<file path="src/rtl/abfi_pkg.sv">
// Shared types, constants and microcode table of the array binary search tree.
package abfi_pkg;

    localparam int KEY_W  = 31;
    localparam int SLOT_W = 8;
    localparam int STEP_W = 3;
    localparam int DISP_W = 2;

    localparam logic [1:0] ST_OK        = 2'd0;
    localparam logic [1:0] ST_NOT_FOUND = 2'd1;
    localparam logic [1:0] ST_PRESENT   = 2'd2;
    localparam logic [1:0] ST_FULL      = 2'd3;

    typedef struct packed {
        logic             opcode;
        logic [KEY_W-1:0] search_key;
    } req_t;

    typedef struct packed {
        logic [1:0]        status;
        logic [SLOT_W-1:0] slot_index;
    } res_t;

    typedef enum logic [STEP_W-1:0] {
        S_CLEAR,
        S_IDLE,
        S_WALK,
        S_HIT,
        S_MISS,
        S_OFF
    } step_e;

    // The walk step dispatches to S_WALK plus this code.
    typedef enum logic [DISP_W-1:0] {
        DSP_WALK,
        DSP_HIT,
        DSP_MISS,
        DSP_OFF
    } disp_e;

    typedef enum logic [2:0] {
        ACT_CLEAR,
        ACT_LOAD,
        ACT_WALK,
        ACT_HIT,
        ACT_MISS,
        ACT_OFF
    } act_e;

    typedef enum logic [1:0] {
        COND_ALWAYS,
        COND_START,
        COND_CLR_LAST,
        COND_DISPATCH
    } cond_e;

    typedef struct packed {
        logic  busy;
        act_e  act;
        cond_e cond;
        step_e t_true;
        step_e t_false;
    } uop_t;

    typedef struct packed {
        logic busy;
        act_e act;
    } ctl_t;

    typedef struct packed {
        logic  clr_last;
        disp_e code;
    } flags_t;

    function automatic uop_t rom(input step_e step);
        uop_t u;
        case (step)
            S_CLEAR: u = '{1'b1, ACT_CLEAR, COND_CLR_LAST, S_IDLE, S_CLEAR};
            S_IDLE:  u = '{1'b0, ACT_LOAD,  COND_START,    S_WALK, S_IDLE};
            S_WALK:  u = '{1'b1, ACT_WALK,  COND_DISPATCH, S_WALK, S_IDLE};
            S_HIT:   u = '{1'b1, ACT_HIT,   COND_ALWAYS,   S_IDLE, S_IDLE};
            S_MISS:  u = '{1'b1, ACT_MISS,  COND_ALWAYS,   S_IDLE, S_IDLE};
            S_OFF:   u = '{1'b1, ACT_OFF,   COND_ALWAYS,   S_IDLE, S_IDLE};
            default: u = '{1'b1, ACT_OFF,   COND_ALWAYS,   S_IDLE, S_IDLE};
        endcase
        return u;
    endfunction

endpackage

</file>
<file path="src/rtl/abfi_dp.sv">
// Datapath: slot index and level registers, key compare, child address and result.
module abfi_dp #(
    parameter int TREE_DEPTH = 8
) (
    input  logic                  clk,
    input  logic                  rst_n,
    input  logic                  start,
    input  abfi_pkg::req_t        request,
    input  abfi_pkg::ctl_t        ctl,
    input  logic [abfi_pkg::KEY_W:0] rd_data,
    output logic                  we,
    output logic [TREE_DEPTH-1:0] waddr,
    output logic [abfi_pkg::KEY_W:0] wdata,
    output logic [TREE_DEPTH-1:0] raddr,
    output abfi_pkg::flags_t      flags,
    output logic                  done,
    output abfi_pkg::res_t        result
);

    localparam int IDX_W      = TREE_DEPTH;
    localparam int SLOT_COUNT = 2 ** TREE_DEPTH - 1;
    localparam int LVL_W      = (TREE_DEPTH > 1) ? $clog2(TREE_DEPTH) : 1;

    logic [IDX_W-1:0]          idx_reg;
    logic [IDX_W-1:0]          idx_next;
    logic [LVL_W-1:0]          level_reg;
    logic [LVL_W-1:0]          level_next;
    logic                      done_reg;
    logic                      done_next;
    logic                      op_reg;
    logic                      op_next;
    logic [abfi_pkg::KEY_W-1:0] key_reg;
    logic [abfi_pkg::KEY_W-1:0] key_next;
    abfi_pkg::res_t            result_reg;
    abfi_pkg::res_t            result_next;

    logic                      slot_valid;
    logic [abfi_pkg::KEY_W-1:0] slot_key;
    logic                      go_left;
    logic [IDX_W:0]            child_wide;
    logic [IDX_W-1:0]          child;

    assign slot_valid = rd_data[abfi_pkg::KEY_W];
    assign slot_key   = rd_data[abfi_pkg::KEY_W-1:0];
    assign go_left    = key_reg < slot_key;
    assign child_wide = {idx_reg, 1'b0} + (IDX_W + 1)'(go_left ? 1 : 2);
    assign child      = child_wide[IDX_W-1:0];

    always_comb
    begin
        flags.clr_last = (idx_reg == IDX_W'(SLOT_COUNT - 1));
        if (!slot_valid)
        begin
            flags.code = abfi_pkg::DSP_MISS;
        end
        else if (key_reg == slot_key)
        begin
            flags.code = abfi_pkg::DSP_HIT;
        end
        else if (level_reg == LVL_W'(TREE_DEPTH - 1))
        begin
            flags.code = abfi_pkg::DSP_OFF;
        end
        else
        begin
            flags.code = abfi_pkg::DSP_WALK;
        end
    end

    always_comb
    begin
        idx_next    = idx_reg;
        level_next  = level_reg;
        done_next   = 1'b0;
        op_next     = op_reg;
        key_next    = key_reg;
        result_next = result_reg;
        we          = 1'b0;
        waddr       = idx_reg;
        wdata       = '0;
        raddr       = '0;
        case (ctl.act)
            abfi_pkg::ACT_CLEAR:
            begin
                we       = 1'b1;
                idx_next = idx_reg + IDX_W'(1);
            end
            abfi_pkg::ACT_LOAD:
            begin
                if (start)
                begin
                    op_next    = request.opcode;
                    key_next   = request.search_key;
                    idx_next   = '0;
                    level_next = '0;
                end
            end
            abfi_pkg::ACT_WALK:
            begin
                raddr = child;
                if (flags.code == abfi_pkg::DSP_WALK)
                begin
                    idx_next   = child;
                    level_next = level_reg + LVL_W'(1);
                end
            end
            abfi_pkg::ACT_HIT:
            begin
                done_next = 1'b1;
                if (op_reg)
                begin
                    result_next = '{status: abfi_pkg::ST_PRESENT, slot_index: '0};
                end
                else
                begin
                    result_next = '{status: abfi_pkg::ST_OK,
                                    slot_index: abfi_pkg::SLOT_W'(idx_reg)};
                end
            end
            abfi_pkg::ACT_MISS:
            begin
                done_next = 1'b1;
                if (op_reg)
                begin
                    we          = 1'b1;
                    wdata       = {1'b1, key_reg};
                    result_next = '{status: abfi_pkg::ST_OK,
                                    slot_index: abfi_pkg::SLOT_W'(idx_reg)};
                end
                else
                begin
                    result_next = '{status: abfi_pkg::ST_NOT_FOUND, slot_index: '0};
                end
            end
            abfi_pkg::ACT_OFF:
            begin
                done_next   = 1'b1;
                result_next = '{status: op_reg ? abfi_pkg::ST_FULL : abfi_pkg::ST_NOT_FOUND,
                                slot_index: '0};
            end
            default:
            begin
                done_next = 1'b0;
            end
        endcase
    end

    always_ff @(posedge clk or negedge rst_n)
    begin
        if (!rst_n)
        begin
            idx_reg   <= '0;
            level_reg <= '0;
            done_reg  <= 1'b0;
        end
        else
        begin
            idx_reg   <= idx_next;
            level_reg <= level_next;
            done_reg  <= done_next;
        end
    end

    always_ff @(posedge clk)
    begin
        op_reg     <= op_next;
        key_reg    <= key_next;
        result_reg <= result_next;
    end

    assign done   = done_reg;
    assign result = result_reg;

endmodule

</file>
<file path="config.mk">
export PLATFORM = sky130hd
export DESIGN_NAME = abfi_dp
export DESIGN_NICKNAME = d
export VERILOG_FILES = /design/src/rtl/abfi_pkg.sv /design/src/rtl/abfi_dp.sv
export SDC_FILE = /design/constraint.sdc
export NUM_CORES = 1
export LEC_CHECK = 0
export ABC_AREA = 1
export BUFFER_PORTS_ARGS = -buffer_cell sky130_fd_sc_hd__buf_2
export CAP_MARGIN = 15
export CORE_MARGIN = 2
export CORE_UTILIZATION = 40
export CTS_CLUSTER_DIAMETER = 200
export DETAILED_ROUTE_END_ITERATION = 6
export GPL_ROUTABILITY_DRIVEN = 1
export PLACE_DENSITY = 0.68
export SLEW_MARGIN = 20
export SYNTH_ARGS = -nofsm -noshare
export SYNTH_HDL_FRONTEND = slang
export SYNTH_SLANG_ARGS = --single-unit
</file>
<file path="constraint.sdc">
create_clock -name clk -period 2.7 [get_ports clk]
set_input_delay 0 -clock clk [delete_from_list [all_inputs] [get_ports clk]]
set_output_delay 0 -clock clk [all_outputs]
set_load 0.005 [all_outputs]
</file>
==> flow_summary.toml, run 1 <==
[worst_hold_path]
holdCritPathClass = "input port to asynchronous set/reset pin"

[worst_setup_path]
r2r-end = "waddr[5]"
critPathBufInv = 3
r2r_cells = 18
max_stage_delay_ps = 420
crit_family = "simple AND/OR/NAND/NOR gates"
critPathMaxFanout = 4
crit_chain = "ha_1 -> nand2_1 -> nor2_2 -> nand2_2 -> inv_1 -> nand2_1 -> nand2_1 -> nand2_1 -> nand2_1 -> ha_4 -> ha_4 -> inv_1 -> o21ai_1 -> nand2_1 -> nor2_2 -> buf_2"
crit_top_cell = "nand2_1"
crit_path_start_kind = "flip-flop"
crit_slowest_cell = "edfxtp_1"
reg2reg_slack_ps = 220
critPathKind = "flip-flop to output port"
worstPathArrival_ps = 2530
critPathCaptureType = "output port"
reg2reg_from = "key_reg[14]"
required_ps = 2700

[timing]
maxSlewHeadroom_pct = 57.82
whs_ps = 103.4
hold_viol_final = 0
period_share_pct = 93.83
timing.final.crit_period_ps = 2533
fin_skew_ps = 8.834
fmax_ghz = 0.3947
tightest_slew_ps = 630.4
slew_viol_final = 0
setup_slack_ps = 166.6
finalSetupViolCount = 0

[layout]
fillers = 756
fin_util_pct = 57.14
syn_to_final_growth_pct = 37.67
largest_reg_flops = 31
drive_gt1_share_pct = 30.19
final_common_cell = "buf_2"
layout_common_cells = "buf_2 (132), inv_1 (100), nand2_1 (89)"
diodes = 0
nets = 700

[grt]
grt.total_usage_pct = 18.46
grt_pass1_wl_mm = 14.30
grtUsageMet2_pct = 33.39
use_met3_pct = 2.168
antenna_found_initial = 0
grt_pass1_vias = 3259
gr-total-overflow = 0
use_met1_pct = 22.40
grt_max_degree = 33
grt-busiest-layer = "met2"

[logic_synthesis]
synthesis.area_mm2 = 0.003445
syn_inst = 419
synthMuxAreaShare_pct = 0
synth_fa_ha_area_share_pct = 13.44
syn_avg_cell_area_um2 = 8.221
netlist.area_leader.share_pct = 36.61
syn-num-nets = 527
synthXorXnorAreaFrac_pct = 0.7628
synth_compound_area_share_pct = 6.139
synth_top_area_cell = "edfxtp_1"
ys.flop_type = "edfxtp_1"
synth_top_family_by_area = "simple AND/OR/NAND/NOR gates"
seq_area_frac_synth_pct = 45.33
yosys_warnings = 0
yosys_register_bits = 54
ys_async_sr_fraction_pct = 22.22
synth_cell_types = 31
yosys.area_share.simple_pct = 22.12
synth_edf_count = 42
synth_area_leaders = "edfxtp_1 (37%), ha_1 (13%), inv_1 (11%)"

[placed_design]
pre_cts_ws_ps = 143.6
place_congestion = 0.9169
portBuffers = 132
dp_hpwl_mm = 6.519

[detailed_routing]
first_iter_violations = 125
wire_per_inst_um = 12.28
vias_per_cell = 4.521
final_antenna_net_count = 0
wl_mm = 8.573
vias = 3156
drc = 0
firstDrtPassIters = 4

[pwr]
vdd_drop_max_v = 0.0002293
p_per_area_mw_per_mm2 = 438.9
p_leak_nw = 2.663

[clock_tree]
cts_root_buf = "clkbuf_8"
cts.sinks = 54
clk_path_buf_depth = 2
cts_tree = "built"
worst_skew_pair.late_latency_ps = 310
clk_pin_slew_ps = 100
tritoncts.num_buffers = 5
htreeDepth = 2

[die]
start_util_pct = 41.50
dieArea_mm2 = 0.009369
rows = 33
pin_count = 134
die_w_um = 96.80
core_region_area_mm2 = 0.008299
die_h_um = 96.80

[run_status]
status = "finished, final reports clean"

[run]
maxCapViolCount = 0
==> cell usage after synthesis (all sizes together) (5+ instances only) <==
cell type and number:
buf 5, nor2 62, o21ai 13, ha 37
inv 103, nand2 100, dfrtp 12, edfxtp 42
nand3 13, a21oi 17
==> per-stage QoR <==
step / area, um^2 / instances / power, mW / TNS [ps]
global route: 4742 / 698 / 2.222 / -21.36
CTS: 4687 / 696 / 2.082 / 0
detailed placement: 4225 / 653 / 1.498 / 0
finish: 4742 / 698 / 2.081 / 0
global placement: 4225 / 653 / 1.483 / 0
floorplan: 3445 / 419 / 1.313 / 0
==> layout make-up <==
type                       count  area, um^2  share of cell area (%)
timing repair buffer         171        1036                   21.85
tap                          105       131.4                   2.770
clock inverter                 3       40.04                  0.8443
clock buffer                   5       68.82                   1.451
inverter                     103       386.6                   8.153
multi-input combinational    257        1518                   32.01
sequential                    54        1562                   32.93
==> per-layer routing <==
metal	wire (um)	share of wire (%)
met5	0	0
met4	206	2.4
met3	344	4.0
met2	4321	50
met1	3700	43
==> kinds of logic (layout without fill, tap and decap cells) <==
family                     count (synthesis)  count (layout)
AOI/OAI and AO/OA                         38              38
DFF                                       54              54
and+or+nand+nor                          179             179
xor gates and xnor gates                   3               3
buffers and inverters                    108             282
adders and majority gates                 37              37
==> how the worst max path moves through the flow <==
stage          slack (ps)        to  cells after the start         from
2_1_floorplan         510  waddr[5]                     17  key_reg[14]
3_3_place_gp          220  waddr[5]                     17  key_reg[14]
3_5_place_dp          140  waddr[5]                     17  key_reg[14]
4_1_cts                10  raddr[5]                     16  key_reg[14]
5_1_grt               -20  raddr[5]                     16  key_reg[14]
6_report              170  raddr[5]                     16  key_reg[14]
==> power by group <==
part | switching [mW] | internal (mW) | leakage, nW
logic | 0.262 | 0.235 | 2.05
clock network | 0.265 | 0.273 | 0.0579
registers | 0.0814 | 0.964 | 0.551
==> what timing repair did <==
action,in CTS,in global routing
setup endpoints to repair,3,4
resized for setup,3,10
hold endpoints to repair,44,0
buffers inserted,2,2
hold buffers,33,0
pin swaps,0,3
(Power assumes the default switching activity.)
==> run 2: changes to the inputs <==
PLACE_DENSITY = default   (was 0.68)
PLACE_DENSITY_LB_ADDON = 0.12   (was default)
==> run 2 against run 1 <==
Non-clock buffer count is 1 lower. Final cell count is 0.29% lower. Register-to-register slack better by 90 ps. Clock skew is 2.7 ps lower. Flip-flop and latch count stayed put. Critical path type unchanged.
==> flow_summary.toml, run 2 (synthesis gave the netlist of run 1 again) <==
[layout]
largest_reg_flops = 31
final_common_cell = "buf_2"
drive_gt1_share_pct = 30.29
final_cell_count_no_fill = 696
stdcell_area_mm2 = 0.004726
diodes = 0
syn_to_final_growth_pct = 37.20
fillers = 797
nets = 699
layout_common_cells = "buf_2 (132), inv_1 (100), nand2_1 (88)"

[worst_setup_path]
critPathMaxFanout = 4
reg2reg_slack_ps = 310
crit_path_start_kind = "flip-flop"
crit_end = "raddr[7]"
worstPathArrival_ps = 2480
startpoint = "key_reg[12]"
required_ps = 2700
reg2reg_from = "key_reg[16]"
r2r-end = "waddr[5]"
critPathKind = "flip-flop to output port"
critPathCaptureType = "output port"
r2r_cells = 18

[detailed_routing]
wire_per_inst_um = 11.79
vias = 3077
wl_mm = 8.203
vias_per_cell = 4.421
firstDrtPassIters = 4
first_iter_violations = 89
drc = 0
final_antenna_net_count = 0

[die]
dieArea_mm2 = 0.009369
pin_count = 134
rows = 33
start_util_pct = 41.50
die_w_um = 96.80
core_region_area_mm2 = 0.008299
die_h_um = 96.80

[timing]
hold_viol_final = 0
timing.final.crit_period_ps = 2480
finalSetupViolCount = 0
maxSlewHeadroom_pct = 61.46
fin_skew_ps = 6.151
fmax_ghz = 0.4033
slew_viol_final = 0
period_share_pct = 91.84
tightest_slew_ps = 576.7

[placed_design]
place_congestion = 0.8650
dp_hpwl_mm = 6.296
placedCellCount = 654
placed_area_mm2 = 0.004233
portBuffers = 132

[clock_tree]
clk_pin_slew_ps = 100
worst_skew_pair.late_latency_ps = 310
cts.sinks = 54
clk_path_buf_depth = 2
htreeDepth = 2
cts_tree = "built"
cts_root_buf = "clkbuf_8"
tritoncts.num_buffers = 5

[run]
maxCapViolCount = 0

[run_status]
status = "finished, final reports clean"

[pwr]
p_total_mw = 1.986
p_leak_nw = 2.635
vdd_drop_max_v = 0.0002372
p_per_area_mw_per_mm2 = 420.3

[grt]
antenna_found_initial = 0
gr-total-overflow = 0
grt_pass1_wl_mm = 13.81
grt_pass1_vias = 3010
grt_max_degree = 33
grt.total_usage_pct = 18.11

[worst_hold_path]
holdCritPathClass = "input port to asynchronous set/reset pin"
==> run 2: cell types whose count changed in the layout (fill, tap and decap cells not counted), sizes merged <==
cell / change
clkinv: -2
bufinv: -1
buf: -1
clkinvlp: +2
==> run 2: what timing repair did <==
item,4_1_cts,5_1_grt
hold endpoints to repair,44,0
resized for setup,4,12
pin swaps,0,4
hold buffers,33,0
endpoints found under the setup margin,2,4
buffers inserted,0,2
==> run 2: critical path, cell delays in order (launching register included) <==
cell and delay (ps):
edfxtp_1 450, ha_4 290, nand2_1 60, nor2_2 150, nand2_2 80, inv_1 50, nand2_1 40, nand2_1 60
nand2_2 70, nand2_2 80, ha_4 160, ha_4 150, nand3_1 100, o21ai_1 150, nand3_1 110, inv_1 60
buf_2 100
==> run 2: worst min-delay path by stage <==
stage / startpoint / end / slack (ps) / cells after the start
floorplan: rst_n / done / -300 / 0
finish: rst_n / level_reg[2] / 90 / 2
global placement: rst_n / done / -90 / 1
detailed placement: rst_n / done / -90 / 1
CTS: rst_n / level_reg[2] / 90 / 2
global route: ctl[1] / result[8] / 100 / 4
==> run 2: per-layer routing <==
metal	track usage (%)	vias to the layer above	wire length, um
met1	23.11	1349	3671
met5	0	-	0
li1	-	1639	-
met4	5.525	0	117
met2	30.93	81	4003
met3	3.757	8	411
==> run 2: power by group <==
part / total (mW) / switching (mW) / internal [mW]
Sequential: 1.04 / 0.0777 / 0.964
Clock: 0.457 / 0.279 / 0.178
Combinational: 0.488 / 0.255 / 0.233
==> run 2: final cells by class <==
cell class	count	area (um^2)	share of cell area (%)
Clock inverter	2	15.01	0.3177
Timing Repair Buffer	170	1028	21.76
Inverter	103	386.6	8.181
Sequential cell	54	1562	33.04
Clock buffer	5	68.82	1.456
Tap cell	105	131.4	2.780
Multi-Input combinational cell	257	1534	32.46
==> run 2: per-stage QoR <==
stage / util, % / hold slack [ps] / setup slack [ps] / setup TNS, ps
floorplan: - / -295.6 / 513.3 / 0
global placement: 51.00 / -89.52 / 187.2 / 0
detailed placement: 51.00 / -89.97 / 178.0 / 0
CTS: 56.11 / 87.06 / 22.82 / 0
global route: 56.94 / 100.3 / -5.929 / -5.929
finish: 56.94 / 88.58 / 220.2 / 0
