### config.mk
export PLATFORM = sky130hd
export DESIGN_NAME = abfi_seq
export DESIGN_NICKNAME = d
export VERILOG_FILES = /design/src/rtl/abfi_pkg.sv /design/src/rtl/abfi_seq.sv
export SDC_FILE = /design/constraint.sdc
export NUM_CORES = 1
export LEC_CHECK = 0
export BUFFER_PORTS_ARGS = -buffer_cell sky130_fd_sc_hd__buf_2
export CAP_MARGIN = 20
export CORE_AREA = 3 3 40 42
export CTS_CLUSTER_SIZE = 16
export DETAILED_ROUTE_END_ITERATION = 12
export DIE_AREA = 0 0 43 45
export PLACE_DENSITY = 0.33
export SETUP_SLACK_MARGIN = 0.5
export SLEW_MARGIN = 20
export SYNTH_ARGS = -nofsm -noshare
export SYNTH_HDL_FRONTEND = slang
export SYNTH_SLANG_ARGS = --single-unit
### constraint.sdc
create_clock -name clk -period 5 [get_ports clk]
set_clock_uncertainty 0.2 [all_clocks]
set_input_delay 1.5 -clock clk [delete_from_list [all_inputs] [get_ports clk]]
set_output_delay 1.5 -clock clk [all_outputs]
set_load 0.02 [all_outputs]
### src/rtl/abfi_pkg.sv
// Shared types, constants and microcode table of the array binary search tree.
package abfi_pkg;

    localparam int KEY_W  = 31;
    localparam int SLOT_W = 8;
    localparam int STEP_W = 3;
    localparam int DISP_W = 2;

    localparam logic [1:0] ST_OK        = 2'd0;
    localparam logic [1:0] ST_NOT_FOUND = 2'd1;
    localparam logic [1:0] ST_PRESENT   = 2'd2;
    localparam logic [1:0] ST_FULL      = 2'd3;

    typedef struct packed {
        logic             opcode;
        logic [KEY_W-1:0] search_key;
    } req_t;

    typedef struct packed {
        logic [1:0]        status;
        logic [SLOT_W-1:0] slot_index;
    } res_t;

    typedef enum logic [STEP_W-1:0] {
        S_CLEAR,
        S_IDLE,
        S_WALK,
        S_HIT,
        S_MISS,
        S_OFF
    } step_e;

    // The walk step dispatches to S_WALK plus this code.
    typedef enum logic [DISP_W-1:0] {
        DSP_WALK,
        DSP_HIT,
        DSP_MISS,
        DSP_OFF
    } disp_e;

    typedef enum logic [2:0] {
        ACT_CLEAR,
        ACT_LOAD,
        ACT_WALK,
        ACT_HIT,
        ACT_MISS,
        ACT_OFF
    } act_e;

    typedef enum logic [1:0] {
        COND_ALWAYS,
        COND_START,
        COND_CLR_LAST,
        COND_DISPATCH
    } cond_e;

    typedef struct packed {
        logic  busy;
        act_e  act;
        cond_e cond;
        step_e t_true;
        step_e t_false;
    } uop_t;

    typedef struct packed {
        logic busy;
        act_e act;
    } ctl_t;

    typedef struct packed {
        logic  clr_last;
        disp_e code;
    } flags_t;

    function automatic uop_t rom(input step_e step);
        uop_t u;
        case (step)
            S_CLEAR: u = '{1'b1, ACT_CLEAR, COND_CLR_LAST, S_IDLE, S_CLEAR};
            S_IDLE:  u = '{1'b0, ACT_LOAD,  COND_START,    S_WALK, S_IDLE};
            S_WALK:  u = '{1'b1, ACT_WALK,  COND_DISPATCH, S_WALK, S_IDLE};
            S_HIT:   u = '{1'b1, ACT_HIT,   COND_ALWAYS,   S_IDLE, S_IDLE};
            S_MISS:  u = '{1'b1, ACT_MISS,  COND_ALWAYS,   S_IDLE, S_IDLE};
            S_OFF:   u = '{1'b1, ACT_OFF,   COND_ALWAYS,   S_IDLE, S_IDLE};
            default: u = '{1'b1, ACT_OFF,   COND_ALWAYS,   S_IDLE, S_IDLE};
        endcase
        return u;
    endfunction

endpackage

### src/rtl/abfi_seq.sv
// Microcode sequencer: step counter, control table lookup and conditional jumps.
module abfi_seq (
    input  logic            clk,
    input  logic            rst_n,
    input  logic            start,
    input  abfi_pkg::flags_t flags,
    output abfi_pkg::ctl_t  ctl
);

    abfi_pkg::step_e step_reg;
    abfi_pkg::step_e step_next;
    abfi_pkg::uop_t  uop;
    logic [abfi_pkg::STEP_W-1:0] disp_ofs;

    assign uop      = abfi_pkg::rom(step_reg);
    assign disp_ofs = {{(abfi_pkg::STEP_W - abfi_pkg::DISP_W){1'b0}}, flags.code};
    assign ctl      = '{busy: uop.busy, act: uop.act};

    always_comb
    begin
        case (uop.cond)
            abfi_pkg::COND_ALWAYS:   step_next = uop.t_true;
            abfi_pkg::COND_START:    step_next = start ? uop.t_true : uop.t_false;
            abfi_pkg::COND_CLR_LAST: step_next = flags.clr_last ? uop.t_true : uop.t_false;
            abfi_pkg::COND_DISPATCH: step_next = abfi_pkg::step_e'(uop.t_true + disp_ofs);
            default:                 step_next = uop.t_false;
        endcase
    end

    always_ff @(posedge clk or negedge rst_n)
    begin
        if (!rst_n)
        begin
            step_reg <= abfi_pkg::S_CLEAR;
        end
        else
        begin
            step_reg <= step_next;
        end
    end

endmodule

==> results of run 1 <==
[power breakdown]
group / internal, mW / switching [mW]
logic: 0.0548 / 0.0536
registers: 0.0333 / 0.0189
clock network: 0.0300 / 0.0138
total: 0.118 / 0.0863
[cells in the mapped netlist]
library cell / count / area share, %
nand2b_2: 1 / 3.8
nand2b_1: 2 / 5.4
nor2_1: 1 / 1.6
a21o_1: 1 / 3.2
inv_1: 1 / 1.6
dfrtp_1: 3 / 32
o21ai_0: 1 / 2.2
nor2b_4: 1 / 5.9
nand3b_1: 2 / 6.5
fa_1: 1 / 8.6
a21o_2: 1 / 3.8
clkbuf_1: 1 / 1.6
a21oi_1: 2 / 4.3
and2_1: 1 / 2.7
ha_1: 1 / 5.4
and3b_1: 1 / 3.8
o311ai_2: 1 / 7.0
[layer usage]
metal | wire length, um | track usage [%] | part of all wire, % | up-vias
li1 | - | - | - | 99
met1 | 201 | 7.30 | 37 | 96
met2 | 280 | 12.0 | 52 | 8
met3 | 20 | 1.20 | 3.7 | 4
met4 | 36 | 12.7 | 6.7 | 0
met5 | 0 | 0 | 0 | -
[final timing paths]
check | startpoint | cells after the start | to | slack [ns]
max reg2reg | step_reg[1]$_DFF_PN0_ | 6 | step_reg[1]$_DFF_PN0_ | 2.95
max in group asynchronous | rst_n | 1 | step_reg[2]$_DFF_PN0_ | 3.65
min in group asynchronous | rst_n | 1 | step_reg[1]$_DFF_PN0_ | 0.85
max | step_reg[1]$_DFF_PN0_ | 3 | ctl[3] | 2.09
min | step_reg[2]$_DFF_PN0_ | 1 | step_reg[1]$_DFF_PN0_ | 0.40
min reg2reg | step_reg[2]$_DFF_PN0_ | 1 | step_reg[1]$_DFF_PN0_ | 0.40
[worst max-delay path, stage by stage, from the launching register on]
cell      delay, ns
dfrtp_1        0.45
nand2b_2       0.23
nand2b_1       0.14
buf_2          0.15
[cell type report]
class | count | area [um2]
clock buffers | 4 | 26.3
well taps | 15 | 18.8
flip-flops and latches | 3 | 75.1
multi-input cells | 17 | 149
inverters | 1 | 3.75
fillers | 151 | 967
repair buffers | 9 | 45.0
[cell families after synthesis]
group / synth area share, %
buffers and inverters: 3.24
flip-flops: 32.4
AND/OR/NAND/NOR: 29.7
adder cells (fa/ha/maj): 14.1
AO/OA/AOI/OAI: 20.5
==> impl_metrics.ini, run 1 <==
[power_and_ir_drop]
vdd_ir_drop_max_mv = 0.132
total_power_uw = 204
power.density_mw_per_mm2 = 643
leakagePower_nw = 0.156

[floorplanning]
die_w_um = 43
die_area_mm2 = 0.00194
core_area_mm2 = 0.00128
num_rows = 13
pin_count = 10
initial_core_util_pct = 18.0
die_y_um = 45

[finish]
antenna_cells = 0
syn_to_final_growth_pct = 37.3
drive_gt1_share_pct = 47.1
finalInstanceArea_um2 = 318
layout_commonest_cell = buf_2
final_cells = 49
fin_util_pct = 24.7
final_cell_mix = buf_2 (9), clkbuf_4 (3), dfrtp_1 (3)
largest_reg_flops = 3
nNetsFinal = 43

[detailed_routing]
wl_per_cell_um = 11.0
routed_wl_um = 539
viasPerCell = 4.22
drt-pass1-iter-count = 1
ant_nets = 0
drc_errors = 0
first_iter_violations = 0
num_vias = 207

[synth]
synth_area_um2 = 231
ys_warn_count = 0
synth_seq_area_share_pct = 32.4
synthCells = 22
synth_cell_type_count = 17
postSynthNetCount = 30
synth-seq-cells = 3
avgSynthCellArea_um2 = 10.5

[place]
post-place-ws_ns = 2.22
place_congestion = 0.647
placed_area_um2 = 292
dp_hpwl_um = 389
place_inst = 45
io_buffers = 9

[critical_path]
crit_path_end_kind = output pin
path_class = register to output pin
required_ns = 3.30
critPathArrivalTime_ns = 1.21
worstSetupStartpointType = register
path_max_fanout = 8

[grt]
grt_pass1_wl_um = 1000
grt_pass1_vias = 245
grt_usage_pct = 7.85
antenna_found_initial = 0
grt_start_max_net_pins = 10
overflow = 0

[clocking]
cts_tree = done
cts_setup_buffers = 0
clockBufferDepth = 2
cts_max_level = 1
clkSinkCount = 3
clk_latency_ns = 0.24
cts_resized = 0
hold_buffers = 0
root_buffer = clkbuf_4
cts_buffers = 3
clk_pin_slew_worst_paths_ns = 0.04

[timing]
tightest_slew_ns = 0.266
slew_viol_final = 0
fin_crit_sh_pct = 58.2
setup_violations = 0
relSlewSlack_pct = 82.3
final.setup.tns_ns = 0
finalHoldViolCount = 0
fmaxAchievable_mhz = 344
min_period_ns = 2.91
rsz0062_at_grt = no
holdWs_ns = 0.395
worst_slack_ns = 2.09

[flow_run]
maxCapViolCount = 0

[run_status]
status = completed

[hold_path]
hold_path_class = register to register
No activity file was read; power rests on OpenSTA's default activity.
==> run 2, diff against run 1 <==
==> constraint.sdc (replaced) <==
create_clock -name clk -period 3 [get_ports clk]
set_clock_uncertainty 0.2 [all_clocks]
set_input_delay 0.9 -clock clk [delete_from_list [all_inputs] [get_ports clk]]
set_output_delay 0.9 -clock clk [all_outputs]
set_load 0.02 [all_outputs]
==> impl_metrics.ini, run 2 (synthesis results as in run 1) <==
[place]
dp_hpwl_um = 422
io_buffers = 9
place_congestion = 0.609

[floorplanning]
pin_count = 10
die_area_mm2 = 0.00194
die_w_um = 43
core_area_mm2 = 0.00128
num_rows = 13
die_y_um = 45
initial_core_util_pct = 18.0

[timing]
finalHoldViolCount = 0
setup_violations = 0
fmaxAchievable_mhz = 434
tightest_slew_ns = 0.270
fin_crit_sh_pct = 76.8
slew_viol_final = 0
relSlewSlack_pct = 82.0
rsz0062_at_grt = no
final.setup.tns_ns = 0
min_period_ns = 2.31

[clocking]
cts_max_level = 1
clockBufferDepth = 2
cts_setup_buffers = 0
clk_latency_ns = 0.23
clkSinkCount = 3
root_buffer = clkbuf_4
clk_pin_slew_worst_paths_ns = 0.04
cts_tree = done
cts_buffers = 3
cts_resized = 0
hold_buffers = 0

[finish]
syn_to_final_growth_pct = 37.3
antenna_cells = 0
layout_commonest_cell = buf_2
drive_gt1_share_pct = 47.1
nNetsFinal = 43
largest_reg_flops = 3
final_cell_mix = buf_2 (9), clkbuf_4 (3), dfrtp_1 (3)
nFillCells = 147

[critical_path]
crit_path_end_kind = output pin
path_max_fanout = 8
path_class = register to output pin
worstSetupStartpointType = register
critPathArrivalTime_ns = 1.21
required_ns = 1.90

[power_and_ir_drop]
swShare_pct = 41.5
total_power_uw = 332
vdd_ir_drop_max_mv = 0.216
pwr-share-clk_pct = 21.2
combPwrFrac_pct = 52.6
leakagePower_nw = 0.156
p_int_uw = 194
seq_power_share_pct = 26.2
power.density_mw_per_mm2 = 1050
p_sw_uw = 138

[flow_run]
maxCapViolCount = 0

[grt]
grt_pass1_wl_um = 959
grt_usage_pct = 7.44
antenna_found_initial = 0
overflow = 0
grt_pass1_vias = 224
grt_start_max_net_pins = 10

[detailed_routing]
drt-pass1-iter-count = 1
wl_per_cell_um = 10.4
viasPerCell = 4.16
first_iter_violations = 0
num_vias = 204
routed_wl_um = 510
drc_errors = 0
ant_nets = 0

[hold_path]
hold_path_class = input port to asynchronous set/reset pin

[run_status]
status = completed
-- run 2: cell counts in the layout (fill, tap and decap cells not counted) --
No cell type changed its count.
-- run 2: power by group through the flow --
| stage | clock network [mW] | registers [mW] | logic (mW) |
|---|---|---|---|
| 2_1_floorplan | 0 | 0.0787 | 0.138 |
| 3_3_place_gp | 0 | 0.0893 | 0.182 |
| 3_5_place_dp | 0 | 0.0868 | 0.179 |
| 4_1_cts | 0.0748 | 0.0866 | 0.180 |
| 5_1_grt | 0.0785 | 0.0931 | 0.198 |
| 6_report | 0.0703 | 0.0870 | 0.175 |
-- run 2: path summary, 6_finish.rpt --
check                                      startpoint               endpoint  slack [ns]  cells after the start
worst max register to register  step_reg[1]$_DFF_PN0_  step_reg[1]$_DFF_PN0_        0.95                      6
worst min-delay path                            rst_n  step_reg[2]$_DFF_PN0_        0.26                      1
min in group clk                step_reg[2]$_DFF_PN0_  step_reg[1]$_DFF_PN0_        0.41                      1
worst max-delay path            step_reg[1]$_DFF_PN0_                 ctl[3]        0.69                      3
max in group asynchronous                       rst_n  step_reg[1]$_DFF_PN0_        2.23                      1
worst min register to register  step_reg[2]$_DFF_PN0_  step_reg[1]$_DFF_PN0_        0.41                      1
-- run 2: routing by layer --
layer / global-route usage (%) / share of wire (%) / vias to the layer above
li1: - / - / 101
met1: 7.30 / 40 / 95
met2: 10.2 / 51 / 6
met3: 1.59 / 4.5 / 2
met4: 12.7 / 3.7 / 0
met5: 0 / 0 / -
-- run 2: worst max-delay path, cell delays in order, from the launching register on --
cell and delay, ns:
dfrtp_1 0.45, nand2b_2 0.23, nand2b_1 0.14, buf_2 0.15
-- run 2: metrics by stage --
stage | cell area, um2 | util [%] | std cells | worst slack (ns) | hold WS [ns]
2_1_floorplan | 231 | - | 22 | 0.977 | 0.338
3_3_place_gp | 292 | 22.7 | 45 | 0.827 | 0.400
3_5_place_dp | 292 | 22.7 | 45 | 0.779 | 0.422
4_1_cts | 318 | 24.7 | 49 | 0.681 | 0.248
5_1_grt | 318 | 24.7 | 49 | 0.619 | 0.244
6_report | 318 | 24.7 | 49 | 0.695 | 0.257
-- run 2: area by class of cell --
| cell class | instances | area, um2 | share of cell area [%] |
|---|---|---|---|
| Timing Repair Buffer | 9 | 45.0 | 14.2 |
| Sequential cell | 3 | 75.1 | 23.6 |
| Tap cell | 15 | 18.8 | 5.91 |
| Multi-Input combinational cell | 17 | 149 | 46.9 |
| Inverter | 1 | 3.75 | 1.18 |
| Clock buffer | 4 | 26.3 | 8.27 |
==> run 3, diff against run 2 <==
--- a/config.mk
+++ b/config.mk
@@ -5,13 +5,14 @@
 export SDC_FILE = /design/constraint.sdc
 export NUM_CORES = 1
 export LEC_CHECK = 0
+export ABC_AREA = 1
 export BUFFER_PORTS_ARGS = -buffer_cell sky130_fd_sc_hd__buf_2
 export CAP_MARGIN = 20
 export CORE_AREA = 3 3 40 42
 export CTS_CLUSTER_SIZE = 16
 export DETAILED_ROUTE_END_ITERATION = 12
 export DIE_AREA = 0 0 43 45
-export PLACE_DENSITY = 0.33
+export PLACE_DENSITY = 0.31
 export SETUP_SLACK_MARGIN = 0.5
 export SLEW_MARGIN = 20
 export SYNTH_ARGS = -nofsm -noshare
==> constraint.sdc (replaced) <==
create_clock -name clk -period 2.4 [get_ports clk]
set_clock_uncertainty 0.2 [all_clocks]
set_input_delay 0.72 -clock clk [delete_from_list [all_inputs] [get_ports clk]]
set_output_delay 0.72 -clock clk [all_outputs]
set_load 0.02 [all_outputs]
==> impl_metrics.ini, run 3 <==
[synth]
synthArstFlopShare_pct = 100
postSynthNetCount = 37
synth_cell_type_count = 11
synth_area_um2 = 206
avgSynthCellArea_um2 = 7.12
yosysTopAreaCellShare_pct = 36.4
netlist.top_cell.by_area = dfrtp_1
synth-seq-cells = 3
ys_warn_count = 0
synth_common_cells = nand2_1 (7), inv_1 (5), nor2_1 (5)
synth_most_common_cell = nand2_1
synth_ff_type = dfrtp_1
synth_edf_count = 0
synthTopCellsByArea = dfrtp_1 (36%), nand2_1 (13%), fa_1 (9.7%)
synth_seq_area_share_pct = 36.4
synthCells = 29

[critical_path]
crit_chain = buf_4, nor2_4, nor2_4, buf_6
path_delay_family = flip-flops
path_max_fanout = 4
worstSetupStartpointType = register
cpMaxStageDelayCell = dfrtp_2
path_buf_inv = 2
crit_path_end_kind = output pin
slowest_delay_ns = 0.42
rrSetupSlack_ns = 0.47
required_ns = 1.48
crit_top_cell = nor2_4
critPathArrivalTime_ns = 1.10
path_class = register to output pin

[power_and_ir_drop]
total_power_uw = 636
power.density_mw_per_mm2 = 1550
leakagePower_nw = 0.218
vdd_ir_drop_max_mv = 0.477

[grt]
grt_pass1_wl_um = 979
grt_start_max_net_pins = 7
grt_usage_pct = 7.18
antenna_found_initial = 0
grt_pass1_vias = 257
overflow = 0

[detailed_routing]
ant_nets = 0
num_vias = 251
drc_errors = 0
routed_wl_um = 632
first_iter_violations = 2
wl_per_cell_um = 9.72
viasPerCell = 3.86
drt-pass1-iter-count = 3

[finish]
nNetsFinal = 59
antenna_cells = 0
layout_commonest_cell = buf_4
drive_gt1_share_pct = 62.0
syn_to_final_growth_pct = 98.8
final_cell_mix = buf_4 (9), nand2_1 (6), buf_2 (6)
finalInstanceArea_um2 = 410
largest_reg_flops = 3
nFillCells = 149

[place]
place_congestion = 0.689
io_buffers = 9
post-place-ws_ns = 0.468
placed_area_um2 = 267
dp_hpwl_um = 416

[floorplanning]
initial_core_util_pct = 16.1
core_area_mm2 = 0.00128
num_rows = 13
pin_count = 10
die_y_um = 45
die_area_mm2 = 0.00194
die_w_um = 43

[clocking]
hold_buffers = 0
cts_max_level = 1
clk_pin_slew_worst_paths_ns = 0.04
clkSinkCount = 3
clockBufferDepth = 2
root_buffer = clkbuf_4
cts_buffers = 3
clk_latency_ns = 0.23
cts_tree = done

[timing]
fin_crit_sh_pct = 84.2
min_period_ns = 2.02
finalHoldViolCount = 0
setup_violations = 0
tightest_slew_ns = 0.167
slew_viol_final = 0
final.setup.tns_ns = 0
fmaxAchievable_mhz = 495
relSlewSlack_pct = 88.9
rsz0062_at_grt = yes
worst_slack_ns = 0.379

[flow_run]
maxCapViolCount = 0

[run_status]
status = completed

[hold_path]
hold_path_class = input port to asynchronous set/reset pin
-- run 3: metrics by stage --
| step | cells | utilization, % | hold slack, ns |
|---|---|---|---|
| after global routing | 65 | 31.9 | 0.0741 |
| after global placement | 52 | 20.7 | 0.316 |
| after detailed placement | 52 | 20.7 | 0.317 |
| final | 65 | 31.9 | 0.0717 |
| after CTS | 61 | 27.4 | 0.0663 |
| after floorplan | 29 | - | 0.224 |
-- run 3: cell families (layout without fill, tap and decap cells) --
family	after synthesis	after routing	share of synthesized area, %
and+or+nand+nor	16	16	32.1
adders and majority gates	2	2	15.8
buffers and inverters	6	27	10.9
AOI/OAI and AO/OA	2	2	4.84
DFF	3	3	36.4
-- run 3: area by class of cell --
| cell class | instances | area (um2) | area share [%] |
|---|---|---|---|
| Timing Repair Buffer | 18 | 131 | 32.0 |
| Sequential cell | 3 | 78.8 | 19.2 |
| Tap cell | 15 | 18.8 | 4.57 |
| Multi-Input combinational cell | 20 | 136 | 33.2 |
| Inverter | 5 | 18.8 | 4.57 |
| Clock buffer | 4 | 26.3 | 6.40 |
-- run 3: path summary, 6_finish.rpt --
check,from,cells past startpoint,endpoint
worst max-delay path,step_reg[0]$_DFF_PN0_,4,ctl[0]
worst min-delay path,rst_n,1,step_reg[2]$_DFF_PN0_
worst max register to register,step_reg[2]$_DFF_PN0_,9,step_reg[1]$_DFF_PN0_
worst min register to register,step_reg[0]$_DFF_PN0_,3,step_reg[2]$_DFF_PN0_
max in group asynchronous,rst_n,1,step_reg[0]$_DFF_PN0_
min in group clk,step_reg[0]$_DFF_PN0_,3,step_reg[2]$_DFF_PN0_
-- run 3: what timing repair did --
item,CTS,global route
gates resized for setup,8,11
setup endpoints to repair,3,5
setup buffers,5,4
pin swaps,2,3
-- run 3: layer usage --
metal | part of all wire, % | global-route usage, %
met2 | 57 | 12.3
met4 | 0 | 7.23
met3 | 3.5 | 1.59
met1 | 40 | 7.04
met5 | 0 | 0
-- run 3: power breakdown --
part           switching [mW]  leakage (nW)  internal (mW)
sequential             0.0332        0.0346         0.0732
clock                  0.0257        0.0150         0.0623
combinational           0.208         0.168          0.234
